## src/rtl/core/tmps_pkg.sv

```systemverilog
// Shared types, codes and constants of the timed motor pattern sequencer.
// No dependencies; every other file takes names from here, by scope or by import.
`timescale 1ns / 1ps
`default_nettype none

package tmps_pkg;

  // Field and register widths
  localparam int MASK_W      = 8;
  localparam int LANE_W      = $clog2(MASK_W);
  localparam int COUNT_W     = 4;
  localparam int WORD_W      = 32;
  localparam int MODE_W      = 3;
  localparam int PWM_SEL_W   = 2;
  localparam int PERIOD_W    = 16;
  localparam int CFG_IDX_W   = 2;
  localparam int CFG_DATA_W  = 16;

  // Divider: bits retired per cycle and steps per division
  localparam int STEP_BITS   = 4;
  localparam int DIV_STEPS   = WORD_W / STEP_BITS;
  localparam int DIV_CNT_W   = $clog2(DIV_STEPS);

  // Default motor parameter
  localparam int MAX_MOTORS_DEF = 8;

  typedef logic [MASK_W-1:0] mask_t;

  // Configuration register indexes
  localparam logic [CFG_IDX_W-1:0] REG_PATTERN_MODE = 2'd0;
  localparam logic [CFG_IDX_W-1:0] REG_PWM_SELECT   = 2'd1;
  localparam logic [CFG_IDX_W-1:0] REG_EVENT_PERIOD = 2'd2;
  localparam logic [CFG_IDX_W-1:0] REG_MOTOR_COUNT  = 2'd3;

  // Register reset values
  localparam logic [MODE_W-1:0]    MODE_RST   = 3'd0;
  localparam logic [PWM_SEL_W-1:0] PWM_RST    = 2'd0;
  localparam logic [PERIOD_W-1:0]  PERIOD_RST = 16'd1000;
  localparam logic [COUNT_W-1:0]   COUNT_RST  = 4'd5;

  // Pattern modes
  localparam logic [MODE_W-1:0] MODE_ONE   = 3'd0;
  localparam logic [MODE_W-1:0] MODE_ALL   = 3'd1;
  localparam logic [MODE_W-1:0] MODE_THREE = 3'd2;
  localparam logic [MODE_W-1:0] MODE_BLOCK = 3'd3;
  localparam logic [MODE_W-1:0] MODE_ORDER = 3'd4;

  // PWM selections
  localparam logic [PWM_SEL_W-1:0] PWM_OFF    = 2'd0;
  localparam logic [PWM_SEL_W-1:0] PWM_TOGGLE = 2'd1;
  localparam logic [PWM_SEL_W-1:0] PWM_RANDOM = 2'd2;
  localparam logic [PWM_SEL_W-1:0] PWM_ON     = 2'd3;

  // Divisor source for a division
  typedef enum logic [1:0] {
    DV_N,
    DV_N1,
    DV_N2,
    DV_FREE
  } div_sel_t;

  // Pattern register update
  typedef enum logic [2:0] {
    AP_NONE,
    AP_PREP,
    AP_FULL,
    AP_ZERO,
    AP_ORDER,
    AP_ONE,
    AP_ADD,
    AP_SHUF
  } apply_t;

  // Controller to datapath
  typedef struct packed {
    logic     load;
    logic     div_start;
    div_sel_t div_sel;
    apply_t   apply;
    logic     emit;
  } cmd_t;

  // Datapath to controller
  typedef struct packed {
    logic              fire;
    logic [MODE_W-1:0] mode;
    logic              few_lanes;
    logic              div_done;
    logic              out_free;
  } status_t;

endpackage

`default_nettype wire

```

## src/rtl/core/timed_motor_pattern_sequencer.sv

```systemverilog
// Timed motor pattern sequencer: one item per millisecond tick.
// Item interval, accept to next ready: shortest for a tick with no event, then
// all/in-order/unknown modes, then one-random, random-block and three-random,
// each set by its divisions in the divider (4 bits a cycle); a busy output can
// stretch it. The result is shown in the cycle after ready returns. Synchronous
// active-low reset loads register defaults; clears timer, pattern, valid, pwm.
`timescale 1ns / 1ps
`default_nettype none

module timed_motor_pattern_sequencer #(
  parameter int MAX_MOTORS = tmps_pkg::MAX_MOTORS_DEF
) (
  input  wire logic                                clk,
  input  wire logic                                rst_n,
  input  wire logic                                in_valid,
  output logic                                     in_ready,
  input  wire logic [tmps_pkg::WORD_W-1:0]         in_random_word,
  output logic                                     out_valid,
  input  wire logic                                out_ready,
  output logic [tmps_pkg::MASK_W-1:0]              out_motor_on_mask,
  output logic                                     out_pwm_on,
  input  wire logic                                cfg_we,
  input  wire logic [tmps_pkg::CFG_IDX_W-1:0]      cfg_index,
  input  wire logic [tmps_pkg::CFG_DATA_W-1:0]     cfg_data
);

  tmps_pkg::cmd_t    cmd;
  tmps_pkg::status_t status;

  // Sequencer
  tmps_ctrl u_ctrl (
    .clk      (clk),
    .rst_n    (rst_n),
    .in_valid (in_valid),
    .in_ready (in_ready),
    .status   (status),
    .cmd      (cmd)
  );

  // Datapath
  tmps_dp #(
    .MAX_MOTORS (MAX_MOTORS)
  ) u_dp (
    .clk               (clk),
    .rst_n             (rst_n),
    .cmd               (cmd),
    .status            (status),
    .in_random_word    (in_random_word),
    .cfg_we            (cfg_we),
    .cfg_index         (cfg_index),
    .cfg_data          (cfg_data),
    .out_valid         (out_valid),
    .out_ready         (out_ready),
    .out_motor_on_mask (out_motor_on_mask),
    .out_pwm_on        (out_pwm_on)
  );

endmodule

`default_nettype wire

```

## src/rtl/core/tmps_div.sv

```systemverilog
// Iterative unsigned divider: 32-bit dividend by a small divisor (1 to 8),
// four quotient bits per cycle. Depends on tmps_pkg.
`timescale 1ns / 1ps
`default_nettype none

module tmps_div (
  input  wire logic                               clk,
  input  wire logic                               rst_n,
  input  wire logic                               start,
  input  wire logic [tmps_pkg::WORD_W-1:0]        dividend,
  input  wire logic [tmps_pkg::COUNT_W-1:0]       divisor,
  output logic                                    done,
  output logic [tmps_pkg::WORD_W-1:0]             quotient,
  output logic [tmps_pkg::LANE_W-1:0]             remainder
);

  localparam int W = tmps_pkg::WORD_W;
  localparam int S = tmps_pkg::STEP_BITS;

  logic [W-1:0]                    q_r;
  logic [tmps_pkg::LANE_W-1:0]     rem_r;
  logic [tmps_pkg::COUNT_W-1:0]    d_r;
  logic [tmps_pkg::DIV_CNT_W-1:0]  cnt_r;
  logic                            busy_r;
  logic                            done_r;

  logic [W-1:0]                    q_nxt;
  logic [tmps_pkg::LANE_W-1:0]     rem_nxt;

  // Retire the top bits of the shift register against the divisor
  always_comb begin
    logic [tmps_pkg::LANE_W-1:0]  rem;
    logic [tmps_pkg::LANE_W:0]    part;
    logic [S-1:0]                 qbits;
    rem   = rem_r;
    qbits = '0;
    for (int j = 0; j < S; j++) begin
      part = {rem, q_r[W-1-j]};
      if (part >= d_r) begin
        part = part - d_r;
        qbits[S-1-j] = 1'b1;
      end
      rem = part[tmps_pkg::LANE_W-1:0];
    end
    rem_nxt = rem;
    q_nxt   = {q_r[W-S-1:0], qbits};
  end

  // Load, step and flag completion
  always_ff @(posedge clk) begin
    done_r <= 1'b0;
    if (start) begin
      q_r    <= dividend;
      d_r    <= divisor;
      rem_r  <= '0;
      cnt_r  <= '0;
      busy_r <= 1'b1;
    end else if (busy_r) begin
      q_r   <= q_nxt;
      rem_r <= rem_nxt;
      cnt_r <= cnt_r + 1'b1;
      if (cnt_r == tmps_pkg::DIV_CNT_W'(tmps_pkg::DIV_STEPS - 1)) begin
        busy_r <= 1'b0;
        done_r <= 1'b1;
      end
    end
    if (!rst_n) begin
      busy_r <= 1'b0;
      done_r <= 1'b0;
      cnt_r  <= '0;
    end
  end

  assign done      = done_r;
  assign quotient  = q_r;
  assign remainder = rem_r;

endmodule

`default_nettype wire

```

## src/rtl/core/tmps_dp.sv

```systemverilog
// Datapath: configuration registers, tick timer, pattern and block state,
// divider and output register. Depends on tmps_pkg and tmps_div.
`timescale 1ns / 1ps
`default_nettype none

module tmps_dp #(
  parameter int MAX_MOTORS = tmps_pkg::MAX_MOTORS_DEF
) (
  input  wire logic                                  clk,
  input  wire logic                                  rst_n,
  input  wire tmps_pkg::cmd_t                        cmd,
  output tmps_pkg::status_t                          status,
  input  wire logic [tmps_pkg::WORD_W-1:0]           in_random_word,
  input  wire logic                                  cfg_we,
  input  wire logic [tmps_pkg::CFG_IDX_W-1:0]        cfg_index,
  input  wire logic [tmps_pkg::CFG_DATA_W-1:0]       cfg_data,
  output logic                                       out_valid,
  input  wire logic                                  out_ready,
  output logic [tmps_pkg::MASK_W-1:0]                out_motor_on_mask,
  output logic                                       out_pwm_on
);

  localparam int MW = tmps_pkg::MASK_W;
  localparam int LW = tmps_pkg::LANE_W;
  localparam int CW = tmps_pkg::COUNT_W;
  localparam int PW = tmps_pkg::PERIOD_W;
  localparam logic [CW-1:0] LANE_CAP = CW'((MAX_MOTORS < MW) ? MAX_MOTORS : MW);

  // Index of the k-th lane that is in use and not yet taken
  function automatic logic [LW-1:0] nth_free(input tmps_pkg::mask_t used,
                                             input logic [LW-1:0] k,
                                             input tmps_pkg::mask_t full);
    logic [LW-1:0] idx;
    logic [LW:0]   cnt;
    logic          found;
    idx   = '0;
    cnt   = '0;
    found = 1'b0;
    for (int i = 0; i < MW; i++) begin
      if (full[i] && !used[i] && !found) begin
        if (cnt == {1'b0, k}) begin
          idx   = LW'(i);
          found = 1'b1;
        end
        cnt = cnt + 1'b1;
      end
    end
    return idx;
  endfunction

  // Configuration registers
  logic [tmps_pkg::MODE_W-1:0]    mode_r;
  logic [tmps_pkg::PWM_SEL_W-1:0] pwm_sel_r;
  logic [PW-1:0]                  period_r;
  logic [CW-1:0]                  count_r;

  // Block state
  logic [PW-1:0]        tick_r;
  logic                 started_r;
  logic                 fire_r;
  logic [tmps_pkg::WORD_W-1:0] word_r;
  tmps_pkg::mask_t      pattern_r;
  tmps_pkg::mask_t      served_r;
  logic [LW-1:0]        pos_r;
  logic                 pwm_r;
  tmps_pkg::mask_t      out_mask_r;
  logic                 out_valid_r;

  // Divider connection
  logic                        div_done;
  logic [tmps_pkg::WORD_W-1:0] div_q;
  logic [LW-1:0]               div_rem;
  logic [tmps_pkg::WORD_W-1:0] div_dividend;
  logic [CW-1:0]               div_divisor;

  // Derived values
  logic [CW-1:0]   lanes;
  logic [CW-1:0]   lanes_raw;
  tmps_pkg::mask_t full;
  logic [CW-1:0]   free_cnt;
  logic [PW-1:0]   period;
  logic [PW-1:0]   tick_inc;
  logic            fire_now;
  logic [LW-1:0]   order_cur;
  logic [CW-1:0]   order_inc;
  logic [LW-1:0]   shuf_lane;
  tmps_pkg::mask_t shuf_served;
  tmps_pkg::mask_t prep_served;
  logic            pwm_nxt;

  // Lane count and lane mask
  always_comb begin
    lanes_raw = (count_r == '0) ? CW'(1) : count_r;
    lanes     = (lanes_raw > LANE_CAP) ? LANE_CAP : lanes_raw;
    for (int i = 0; i < MW; i++) begin
      full[i] = (CW'(i) < lanes);
    end
  end

  // Count lanes still free in the current block
  always_comb begin
    free_cnt = '0;
    for (int i = 0; i < MW; i++) begin
      free_cnt = free_cnt + CW'(full[i] & ~served_r[i]);
    end
  end

  // Tick timer: saturating count and event decision
  assign period   = (period_r == '0) ? PW'(1) : period_r;
  assign tick_inc = (tick_r == '1) ? tick_r : tick_r + 1'b1;
  assign fire_now = !started_r || (tick_inc >= period);

  // Round-robin and random-block helpers
  assign order_cur   = ({1'b0, pos_r} >= lanes) ? '0 : pos_r;
  assign order_inc   = {1'b0, order_cur} + 1'b1;
  assign shuf_lane   = nth_free(served_r, div_rem, full);
  assign shuf_served = served_r | (tmps_pkg::mask_t'(1) << shuf_lane);
  assign prep_served = ((served_r & full) == full) ? '0 : (served_r & full);

  // Divider operands
  always_comb begin
    div_dividend = word_r;
    div_divisor  = lanes;
    case (cmd.div_sel)
      tmps_pkg::DV_N: begin
        div_dividend = word_r;
        div_divisor  = lanes;
      end
      tmps_pkg::DV_N1: begin
        div_dividend = div_q;
        div_divisor  = lanes - CW'(1);
      end
      tmps_pkg::DV_N2: begin
        div_dividend = div_q;
        div_divisor  = lanes - CW'(2);
      end
      default: begin
        div_dividend = word_r;
        div_divisor  = free_cnt;
      end
    endcase
  end

  tmps_div u_div (
    .clk       (clk),
    .rst_n     (rst_n),
    .start     (cmd.div_start),
    .dividend  (div_dividend),
    .divisor   (div_divisor),
    .done      (div_done),
    .quotient  (div_q),
    .remainder (div_rem)
  );

  // Next pwm flag for an event
  always_comb begin
    unique case (pwm_sel_r)
      tmps_pkg::PWM_OFF:    pwm_nxt = 1'b0;
      tmps_pkg::PWM_TOGGLE: pwm_nxt = ~pwm_r;
      tmps_pkg::PWM_RANDOM: pwm_nxt = word_r[tmps_pkg::WORD_W-1];
      tmps_pkg::PWM_ON:     pwm_nxt = 1'b1;
      default:              pwm_nxt = 1'b1;
    endcase
  end

  // Configuration writes
  always_ff @(posedge clk) begin
    if (!rst_n) begin
      mode_r    <= tmps_pkg::MODE_RST;
      pwm_sel_r <= tmps_pkg::PWM_RST;
      period_r  <= tmps_pkg::PERIOD_RST;
      count_r   <= tmps_pkg::COUNT_RST;
    end else if (cfg_we) begin
      unique case (cfg_index)
        tmps_pkg::REG_PATTERN_MODE: mode_r    <= cfg_data[tmps_pkg::MODE_W-1:0];
        tmps_pkg::REG_PWM_SELECT:   pwm_sel_r <= cfg_data[tmps_pkg::PWM_SEL_W-1:0];
        tmps_pkg::REG_EVENT_PERIOD: period_r  <= cfg_data[PW-1:0];
        tmps_pkg::REG_MOTOR_COUNT:  count_r   <= cfg_data[CW-1:0];
        default: ;
      endcase
    end
  end

  // Take the item: latch the word and advance the timer
  always_ff @(posedge clk) begin
    if (cmd.load) begin
      word_r <= in_random_word;
      fire_r <= fire_now;
      if (fire_now) begin
        tick_r    <= '0;
        started_r <= 1'b1;
      end else begin
        tick_r <= tick_inc;
      end
    end
    if (!rst_n) begin
      tick_r    <= '0;
      started_r <= 1'b0;
      fire_r    <= 1'b0;
    end
  end

  // Pattern, block and order updates
  always_ff @(posedge clk) begin
    case (cmd.apply)
      tmps_pkg::AP_PREP:  served_r  <= prep_served;
      tmps_pkg::AP_FULL:  pattern_r <= full;
      tmps_pkg::AP_ZERO:  pattern_r <= '0;
      tmps_pkg::AP_ORDER: begin
        pattern_r <= tmps_pkg::mask_t'(1) << order_cur;
        pos_r     <= (order_inc >= lanes) ? '0 : order_inc[LW-1:0];
      end
      tmps_pkg::AP_ONE:   pattern_r <= tmps_pkg::mask_t'(1) << div_rem;
      tmps_pkg::AP_ADD:
        pattern_r <= pattern_r | (tmps_pkg::mask_t'(1) << nth_free(pattern_r, div_rem, full));
      tmps_pkg::AP_SHUF: begin
        pattern_r <= tmps_pkg::mask_t'(1) << shuf_lane;
        if (shuf_served == full) begin
          served_r <= '0;
          pos_r    <= '0;
        end else begin
          served_r <= shuf_served;
          pos_r    <= pos_r + 1'b1;
        end
      end
      default: ;
    endcase
    if (!rst_n) begin
      pattern_r <= '0;
      served_r  <= '0;
      pos_r     <= '0;
    end
  end

  // Output register and pwm flag
  always_ff @(posedge clk) begin
    if (cmd.emit) begin
      out_valid_r <= 1'b1;
      out_mask_r  <= pattern_r;
      pwm_r       <= pwm_nxt;
    end else if (out_ready) begin
      out_valid_r <= 1'b0;
    end
    if (!rst_n) begin
      out_valid_r <= 1'b0;
      pwm_r       <= 1'b0;
    end
  end

  assign status = '{
    fire:      fire_r,
    mode:      mode_r,
    few_lanes: (lanes < CW'(3)),
    div_done:  div_done,
    out_free:  (!out_valid_r || out_ready)
  };

  assign out_valid         = out_valid_r;
  assign out_motor_on_mask = out_mask_r;
  assign out_pwm_on        = pwm_r;

endmodule

`default_nettype wire

```

## src/rtl/core/tmps_ctrl.sv

```systemverilog
// Controller: sequences timer check, divisions, pattern updates and output
// for one item at a time. Depends on tmps_pkg.
`timescale 1ns / 1ps
`default_nettype none

module tmps_ctrl (
  input  wire logic              clk,
  input  wire logic              rst_n,
  input  wire logic              in_valid,
  output logic                   in_ready,
  input  wire tmps_pkg::status_t status,
  output tmps_pkg::cmd_t         cmd
);

  typedef enum logic [2:0] {
    S_IDLE,
    S_CHECK,
    S_PREP,
    S_DIV,
    S_EMIT
  } state_t;

  state_t              state_r;
  logic                rdy_r;
  logic                start_r;
  tmps_pkg::div_sel_t  sel_r;
  tmps_pkg::apply_t    apply_r;
  logic                emit_r;
  logic [1:0]          stage_r;

  // Sequence one item
  always_ff @(posedge clk) begin
    start_r <= 1'b0;
    apply_r <= tmps_pkg::AP_NONE;
    emit_r  <= 1'b0;
    unique case (state_r)
      S_IDLE: begin
        if (in_valid && rdy_r) begin
          rdy_r   <= 1'b0;
          state_r <= S_CHECK;
        end
      end
      S_CHECK: begin
        if (!status.fire) begin
          rdy_r   <= 1'b1;
          state_r <= S_IDLE;
        end else begin
          unique case (status.mode)
            tmps_pkg::MODE_ONE: begin
              start_r <= 1'b1;
              sel_r   <= tmps_pkg::DV_N;
              state_r <= S_DIV;
            end
            tmps_pkg::MODE_ALL: begin
              apply_r <= tmps_pkg::AP_FULL;
              state_r <= S_EMIT;
            end
            tmps_pkg::MODE_THREE: begin
              if (status.few_lanes) begin
                apply_r <= tmps_pkg::AP_FULL;
                state_r <= S_EMIT;
              end else begin
                start_r <= 1'b1;
                sel_r   <= tmps_pkg::DV_N;
                stage_r <= 2'd0;
                state_r <= S_DIV;
              end
            end
            tmps_pkg::MODE_BLOCK: begin
              apply_r <= tmps_pkg::AP_PREP;
              state_r <= S_PREP;
            end
            tmps_pkg::MODE_ORDER: begin
              apply_r <= tmps_pkg::AP_ORDER;
              state_r <= S_EMIT;
            end
            default: begin
              apply_r <= tmps_pkg::AP_ZERO;
              state_r <= S_EMIT;
            end
          endcase
        end
      end
      S_PREP: begin
        start_r <= 1'b1;
        sel_r   <= tmps_pkg::DV_FREE;
        state_r <= S_DIV;
      end
      S_DIV: begin
        if (status.div_done) begin
          if (status.mode == tmps_pkg::MODE_THREE) begin
            if (stage_r == 2'd0) begin
              apply_r <= tmps_pkg::AP_ONE;
              start_r <= 1'b1;
              sel_r   <= tmps_pkg::DV_N1;
              stage_r <= 2'd1;
            end else if (stage_r == 2'd1) begin
              apply_r <= tmps_pkg::AP_ADD;
              start_r <= 1'b1;
              sel_r   <= tmps_pkg::DV_N2;
              stage_r <= 2'd2;
            end else begin
              apply_r <= tmps_pkg::AP_ADD;
              state_r <= S_EMIT;
            end
          end else if (status.mode == tmps_pkg::MODE_BLOCK) begin
            apply_r <= tmps_pkg::AP_SHUF;
            state_r <= S_EMIT;
          end else begin
            apply_r <= tmps_pkg::AP_ONE;
            state_r <= S_EMIT;
          end
        end
      end
      S_EMIT: begin
        if (status.out_free) begin
          emit_r  <= 1'b1;
          rdy_r   <= 1'b1;
          state_r <= S_IDLE;
        end
      end
      default: state_r <= S_IDLE;
    endcase
    if (!rst_n) begin
      state_r <= S_IDLE;
      rdy_r   <= 1'b1;
      start_r <= 1'b0;
      sel_r   <= tmps_pkg::DV_N;
      apply_r <= tmps_pkg::AP_NONE;
      emit_r  <= 1'b0;
      stage_r <= 2'd0;
    end
  end

  assign in_ready = rdy_r;

  assign cmd = '{
    load:      (in_valid && rdy_r),
    div_start: start_r,
    div_sel:   sel_r,
    apply:     apply_r,
    emit:      emit_r
  };

endmodule

`default_nettype wire

```

## config.mk

```make
export PLATFORM = sky130hd
export DESIGN_NAME = timed_motor_pattern_sequencer
export DESIGN_NICKNAME = d
export VERILOG_FILES = /design/src/rtl/core/tmps_pkg.sv /design/src/rtl/core/timed_motor_pattern_sequencer.sv /design/src/rtl/core/tmps_div.sv /design/src/rtl/core/tmps_dp.sv /design/src/rtl/core/tmps_ctrl.sv
export SDC_FILE = /design/constraint.sdc
export NUM_CORES = 1
export LEC_CHECK = 0
export BUFFER_PORTS_ARGS = -buffer_cell sky130_fd_sc_hd__buf_4
export CAP_MARGIN = 20
export CORE_MARGIN = 3
export CORE_UTILIZATION = 47
export CTS_CLUSTER_SIZE = 10
export DETAILED_ROUTE_END_ITERATION = 12
export GPL_ROUTABILITY_DRIVEN = 0
export PLACE_DENSITY = 0.61
export SYNTH_ARGS = -nofsm -noshare
export SYNTH_HDL_FRONTEND = slang
export SYNTH_HIERARCHICAL = 1
export SYNTH_SLANG_ARGS = --single-unit
```

## constraint.sdc

```tcl
create_clock -name clk -period 10.22 [get_ports clk]
set_input_delay 3.066 -clock clk [delete_from_list [all_inputs] [get_ports clk]]
set_output_delay 3.066 -clock clk [all_outputs]
set_load 0.05 [all_outputs]
```

Yosys cells after proc, flatten, opt, wreduce, memory -nomap -nowiden:

Cells that the tools add are included.
Widths: inputs -> output; s select.

* input bits: 55
* word-level logic and storage cells: 410
* bits in registers: 161
* output and inout bits: 11

* reductions and logical operators: 96
* mux-type cells: 159
* add/sub/neg operators: 29
* equal/unequal tests: 56
* shifts and indexed selects: 4
* bitwise gates (word level): 22
* magnitude comparators: 17

Operators with widths (number)
* $mux 3: 46
* $mux 32: 3
* $mux 4: 21
* $mux 1: 58
* $eq 4x3->1: 13
* $mux 16: 3
* $pmux 8 s6: 1
* $add 4x1->4 const B: 11
* $and 1x4->4: 8
* $logic_not 1->1: 32
* $not 1->4: 8
* $shl 1x3->8 const A: 4
* $logic_and 1x1->1: 31
* $pmux 3 s5: 2
* $add 4x4->4: 7
* $mux 2: 11
* $eq 3x3->1 const B: 7
* $ge 4x4->1: 5
* $eq 3x2->1 const B: 6
* $add 16x1->16 const B: 1
* $eq 16x16->1 const B: 1
* $eq 8x8->1: 2
* $ge 16x16->1: 1
* $logic_not 16->1: 1
* 47 further kinds: 100

Depth between registers and ports, before layout:

* word-level depth: 39
* depth in mapped cells: 35
* mapped depth without buffers: 34

Hierarchy:

The synthesis kept the hierarchy.

Modules (own cells, without submodules)
* tmps_dp: sequential area each 2482.4 um^2, area each 8434.3 um^2, times used 1, cells an instance 974
* tmps_div: sequential area each 1241.2 um^2, area each 2422.3 um^2, times used 1, cells an instance 183
* tmps_ctrl: sequential area each 260.2 um^2, area each 747.0 um^2, times used 1, cells an instance 86

Worst setup path after synthesis:

OpenSTA, ideal clock, no wires.

* path kind: flip-flop to flip-flop
* start point: register u_dp.count_r[2]
* end point: register u_dp.pattern_r[7]
* library setup time: 58 ps
* data arrival time: 6781 ps
* data required time: 10162 ps
* period minus slack after synthesis: 6839 ps
* slack: 3381 ps
* stages on the path, launching flop included: 36
* path buffers: 2
* path through: dfxtp_1 > buf_4 > nor2_1 > nor2_1 > nor2_1 > inv_1 > ha_1 > nor3b_2 > or2_2 > inv_2 > nand2_1 > nand2_1 > ha_1 > buf_4 > xor2_1 > or3_1 > nand3_1 > o211ai_1 > xor2_1 > inv_1 > ha_1 > nor3_1 > or2_2 > inv_1 > ha_1 > nand2_1 > o21ai_0 > ha_1 > xnor2_1 > xnor2_1 > nor3_1 > a21oi_1 > a211o_1 > or4b_1 > nor4bb_1 > o21a_1

* cells in the longest elaborated chain, start to end: 39
* elaborated cells between the ends (all ways): 173
* classes of those cells: add/sub: 12; order compare: 10; eq/ne: 14; shift: 3; mux: 88; bitwise: 1; reduce/logical: 45

Ends and longest elaborated chain
* start: declaration: line tmps_dp.sv:55 `logic [CW-1:0] count_r;`
* start signal: assignment: line tmps_dp.sv:172 `count_r <= tmps_pkg::COUNT_RST;`
* start signal: assignment: line tmps_dp.sv:178 `tmps_pkg::REG_MOTOR_COUNT: count_r <= cfg_data[CW-1:0];`
* $logic_not 4->1: line tmps_dp.sv:93 `lanes_raw = (count_r == '0) ? CW'(1) : count_r;`
* $mux 4 *: line tmps_dp.sv:93
* $gt 4x4->1: line tmps_dp.sv:94 `lanes = (lanes_raw > LANE_CAP) ? LANE_CAP : lanes_raw;`
* $mux 4 *: line tmps_dp.sv:94
* parallel branches: the longest is 34 deep, another holds $lt 1x4->1
* $pmux 8 s6 *: line tmps_dp.sv:205 `case (cmd.apply)`
* end signal: assignment: line tmps_dp.sv:207 `tmps_pkg::AP_FULL: pattern_r <= full;`
* end signal: assignment: line tmps_dp.sv:215 `pattern_r <= pattern_r | (tmps_pkg::mask_t'(1) << nth_free(pattern_r, div_rem, full));`
* end signal: assignment: line tmps_dp.sv:217 `pattern_r <= tmps_pkg::mask_t'(1) << shuf_lane;`
* end: declaration: line tmps_dp.sv:62 `tmps_pkg::mask_t pattern_r;`

Every way passes the cells marked *. The select of a mux whose other input is x is not followed.
A chain may end at the register's enable or synchronous reset.

Worst setup path in the final report:

* start point: register u_dp.count_r[3]
* end point: register u_dp.pattern_r[7]

The elaborated chain is that of the path after synthesis.

==> flow_summary.html <==
<table>
<tr><th>Metric</th><th>Value</th></tr>
<tr><th colspan="2">Setup path</th></tr>
<tr><td>Most numerous cell on the critical path</td><td>sky130_fd_sc_hd__ha_1</td></tr>
<tr><td>CP Launch Type</td><td>flip-flop</td></tr>
<tr><td>Register-to-register setup slack</td><td>2.34 ns</td></tr>
<tr><td>Number of cells on the worst reg-to-reg path</td><td>31</td></tr>
<tr><td>Cell type group with the largest total delay on the critical path</td><td>simple AND/OR/NAND/NOR gates</td></tr>
<tr><td>Cell with the biggest individual delay on the critical path</td><td>sky130_fd_sc_hd__dfxtp_1</td></tr>
<tr><td>RR Startpoint</td><td>u_dp/count_r[3]</td></tr>
<tr><td>Crit path kind</td><td>reg2reg</td></tr>
<tr><td>Endpoint of the lowest-slack register-to-register path</td><td>u_dp/pattern_r[7]</td></tr>
<tr><td>Arr. time, crit path</td><td>8.25 ns</td></tr>
<tr><td>CP peak stage delay</td><td>0.64 ns</td></tr>
<tr><td>Max Fanout on Critical Path</td><td>15</td></tr>
<tr><td>Capturing instance or port of the critical path</td><td>u_dp/pattern_r[7]</td></tr>
<tr><td>Instance count on the critical path</td><td>31</td></tr>
<tr><td>Required time reported for the critical path endpoint</td><td>between 10 and 15 ns</td></tr>
<tr><td>Bufs and invs on worst path</td><td>4</td></tr>
<tr><td>Worst setup EP type</td><td>flip-flop</td></tr>
<tr><td>Worst setup path start</td><td>u_dp/count_r[3]</td></tr>
<tr><th colspan="2">Synth</th></tr>
<tr><td>Post-synthesis average cell area</td><td>9.34 sq um</td></tr>
<tr><td>Top cell type by total area after synthesis</td><td>sky130_fd_sc_hd__edfxtp_1</td></tr>
<tr><td>Number of enable flip-flop cells after synthesis</td><td>76</td></tr>
<tr><td>Top post-synthesis cells by area</td><td>sky130_fd_sc_hd__edfxtp_1, sky130_fd_sc_hd__dfxtp_1, sky130_fd_sc_hd__ha_1, sky130_fd_sc_hd__mux2_2, sky130_fd_sc_hd__nand2_1</td></tr>
<tr><td>Number of flip-flops and latches in the synthesized netlist</td><td>161</td></tr>
<tr><td>Yosys synthesis warning count</td><td>6</td></tr>
<tr><td>Commonest register cell after synthesis</td><td>sky130_fd_sc_hd__dfxtp_1</td></tr>
<tr><td>Combined area of all synthesized cells</td><td>between 0.01 and 0.015 sq mm</td></tr>
<tr><td>FFs w/ async S/R, synth</td><td>0%</td></tr>
<tr><td>Unique cell type count in the Yosys netlist</td><td>116</td></tr>
<tr><td>Number of nets produced by synthesis</td><td>1376</td></tr>
<tr><td>Area share of the largest cell type after synthesis</td><td>19.7%</td></tr>
<tr><td>Gate Count Post-Synth</td><td>1243</td></tr>
<tr><td>Share of the yosys chip area belonging to registers</td><td>34.3%</td></tr>
<tr><th colspan="2">Power and ir drop</th></tr>
<tr><td>Maximum vdd ir drop</td><td>between 0.2 and 0.25 mV</td></tr>
<tr><td>Final total power</td><td>around 3.2 mW</td></tr>
<tr><td>Total power density per cell area</td><td>roughly 250 mW/mm^2</td></tr>
<tr><td>Leakage Power</td><td>5.10 nW</td></tr>
<tr><th colspan="2">Layout</th></tr>
<tr><td>Count of nets after finishing</td><td>1413</td></tr>
<tr><td>Area Growth Syn to Fin</td><td>10.5%</td></tr>
<tr><td>Fill cell total of the finished layout</td><td>2233</td></tr>
<tr><td>Multi-input gate area</td><td>0.00704 sq mm</td></tr>
<tr><td>Area used by sequential logic in the layout</td><td>0.00399 sq mm</td></tr>
<tr><td>ANT cells</td><td>0</td></tr>
<tr><td>Fraction of final layout cells with drive strength greater than 1</td><td>18.8%</td></tr>
<tr><td>Most frequent cells in the layout</td><td>sky130_fd_sc_hd__nand2_1, sky130_fd_sc_hd__nor2_1, sky130_fd_sc_hd__a21oi_1, sky130_fd_sc_hd__dfxtp_1, sky130_fd_sc_hd__edfxtp_1</td></tr>
<tr><td>Most common cell after layout, fill and taps aside</td><td>sky130_fd_sc_hd__nand2_1</td></tr>
<tr><th colspan="2">Floorplan</th></tr>
<tr><td>Die Width</td><td>163 um</td></tr>
<tr><td>Effective utilization at floorplan</td><td>48.6%</td></tr>
<tr><td>Height of the die</td><td>163 um</td></tr>
<tr><td>Cell Rows</td><td>56</td></tr>
<tr><td>Floorplan Core Area</td><td>0.0239 sq mm</td></tr>
<tr><td># IOs</td><td>66</td></tr>
<tr><td>Floorplan die area</td><td>0.0266 sq mm</td></tr>
<tr><th colspan="2">Routing</th></tr>
<tr><td>Via-per-instance ratio</td><td>~5.8</td></tr>
<tr><td>Number of antenna-violating nets in the routed design</td><td>0</td></tr>
<tr><td>Routed wire per std cell</td><td>approximately 17 um</td></tr>
<tr><td>Detailed Route WL</td><td>roughly 28000 um</td></tr>
<tr><td>Post-detailed-route DRC marker count</td><td>0</td></tr>
<tr><td>Iteration-0 DRC count of the detailed router</td><td>836</td></tr>
<tr><td>Routed via count</td><td>~9400</td></tr>
<tr><td>Initial DRT Pass Iterations</td><td>5</td></tr>
<tr><th colspan="2">Job</th></tr>
<tr><td>Max-capacitance violation count</td><td>0</td></tr>
<tr><th colspan="2">Global route</th></tr>
<tr><td>GRT Util Overall</td><td>21.0%</td></tr>
<tr><td>Grt total ovfl</td><td>0</td></tr>
<tr><td>Maximum number of pins on one net before global-route repair</td><td>45</td></tr>
<tr><td>Antenna violations before repair</td><td>0</td></tr>
<tr><td>Wire length of the first global-routing pass</td><td>between 40000 and 50000 um</td></tr>
<tr><td>Vias in the first global route</td><td>around 8800</td></tr>
<tr><th colspan="2">STA</th></tr>
<tr><td>Final number of setup-violating endpoints</td><td>0</td></tr>
<tr><td>Final Cycle Share</td><td>between 70% and 80%</td></tr>
<tr><td>Final Hold Vio Count</td><td>0</td></tr>
<tr><td>Worst Setup Slack, final</td><td>2.34 ns</td></tr>
<tr><td>Clock tree skew after final layout</td><td>0.00985 ns</td></tr>
<tr><td>Slew @ Worst Pin</td><td>between 1 and 1.5 ns</td></tr>
<tr><td>Setup_tns</td><td>0 ns</td></tr>
<tr><td>Max-Slew Margin vs Limit</td><td>28.4%</td></tr>
<tr><td>Fmax</td><td>127 MHz</td></tr>
<tr><td>RSZ-0062 raised after global routing</td><td>no</td></tr>
<tr><td>Final count of pins violating max slew</td><td>0</td></tr>
<tr><td>Min Clock Period, post-route</td><td>7.88 ns</td></tr>
<tr><th colspan="2">CTS</th></tr>
<tr><td>Post_cts resized</td><td>0</td></tr>
<tr><td>Buffers inserted by post-CTS timing repair</td><td>0</td></tr>
<tr><td>Clock input transition at the sequential cells of the worst setup and hold paths</td><td>0.07 ns</td></tr>
<tr><td>Clk Tree Root Cell</td><td>sky130_fd_sc_hd__clkbuf_16</td></tr>
<tr><td>Sinks on Clock Net</td><td>161</td></tr>
<tr><td>Number of buffers created by CTS</td><td>17</td></tr>
<tr><td>TritonCTS clock tree</td><td>yes</td></tr>
<tr><td>Later-pin clock latency in the skew report</td><td>between 0.4 and 0.5 ns</td></tr>
<tr><td>CTS max path bufs</td><td>2</td></tr>
<tr><td>Number of levels the H-tree was split into</td><td>4</td></tr>
<tr><td>CTS Hold Buffers Added</td><td>0</td></tr>
<tr><th colspan="2">Place</th></tr>
<tr><td>Place WS</td><td>2.46 ns</td></tr>
<tr><td>HPWL after DPL</td><td>between 20000 and 25000 um</td></tr>
<tr><td>Port bufs</td><td>65</td></tr>
<tr><th colspan="2">Run status</th></tr>
<tr><td>Result of the run</td><td>finished clean</td></tr>
<tr><th colspan="2">Hold path</th></tr>
<tr><td>Worst Hold Class</td><td>reg2reg</td></tr>
</table>
==> per-layer routing <==
metal | part of all wire, % | vias to the layer above | track usage [%]
met4 | 1.2 | 0 | 5.34
li1 | - | 4630 | -
met2 | 47 | 238 | 33.0
met5 | 0 | - | 0
met1 | 48 | 4475 | 30.5
met3 | 4.4 | 25 | 2.79
==> stage by stage <==
stage	instance area (sq um)	hold slack, ns	cells	util [%]
CTS	12800	0.466	1612	53.7
global route	12800	0.480	1612	53.7
global placement	12200	0.445	1580	51.2
finish	12800	0.461	1612	53.7
floorplan	11600	0.425	1243	-
detailed placement	12200	0.459	1580	51.2
==> flip-flops by register name (all words and copies together), names as in the netlist, 2 cells and up <==
register,count
u_dp/tick_r,16
u_dp/mode_r,3
u_dp/count_r,4
u_dp/u_div/cnt_r,3
u_ctrl/apply_r,3
u_dp/u_div/d_r,4
u_dp/pattern_r,8
u_dp/u_div/remainder,3
u_dp/served_r,8
u_dp/period_r,16
u_dp/u_div/quotient,32
u_ctrl/sel_r,2
u_dp/out_motor_on_mask,8
u_dp/pwm_sel_r,2
u_dp/pos_r,3
u_dp/word_r,32
u_ctrl/state_r,3
u_ctrl/stage_r,2
==> worst min-delay path: stages (launching register included) <==
cell                      delay [ns]
sky130_fd_sc_hd__dfxtp_1        0.31
sky130_fd_sc_hd__nand2_1        0.05
sky130_fd_sc_hd__a21oi_1        0.05
==> power by group <==
group	total [mW]	switching (mW)	internal, mW
Clock	0.635	0.286	0.349
Combinational	1.80	1.06	0.744
Sequential	0.733	0.0209	0.712
==> logic make-up (layout without fill, tap and decap cells) <==
kind of cell / count (synthesis) / after routing / share of synthesized area, %
AND/OR/NAND/NOR: 418 / 418 / 18.8
AO/OA/AOI/OAI: 312 / 312 / 19.4
flip-flops: 161 / 161 / 34.3
buffers and inverters: 125 / 175 / 5.05
multiplexers: 95 / 95 / 9.05
adder cells (fa/ha/maj): 80 / 80 / 9.06
XOR/XNOR: 52 / 52 / 4.33
==> final cells by class <==
class | instances | area share, %
clock buffers | 17 | 3.32
clock inverters | 15 | 1.30
inverters | 71 | 2.12
multi-input cells | 957 | 54.9
flip-flops and latches | 161 | 31.1
well taps | 319 | 3.11
repair buffers | 72 | 4.21
==> Yosys cell counts, drive strengths merged, types with 6 or more instances <==
library cell / number
nand2: 117
nor2b: 18
a21oi: 87
inv: 69
ha: 71
xor2: 12
xnor2: 39
mux2: 70
o22ai: 9
nand4: 9
o21ai: 53
buf: 35
a211oi: 18
nor3: 30
mux2i: 25
or2: 17
fa: 7
dfxtp: 85
o21a: 15
nand2b: 14
nor4: 14
or3: 11
nand3b: 7
a2111oi: 6
nand3: 23
edfxtp: 76
o211ai: 18
clkbuf: 19
a31oi: 6
and3: 15
nor3b: 6
and2: 21
nor2: 98
a21o: 20
o2111ai: 7
==> worst min-delay path by stage <==
stage | start | end | slack, ns | depth (start not counted)
detailed placement | u_dp/period_r[0] | u_dp/period_r[0] | 0.46 | 2
global route | u_dp/period_r[0] | u_dp/period_r[0] | 0.48 | 2
CTS | u_dp/period_r[0] | u_dp/period_r[0] | 0.47 | 2
global placement | u_dp/started_r | u_dp/started_r | 0.45 | 2
finish | u_dp/period_r[0] | u_dp/period_r[0] | 0.46 | 2
floorplan | u_dp/pattern_r[7] | u_dp/out_motor_on_mask[7] | 0.43 | 0
Note: power is estimated with default switching activity, not from simulation.
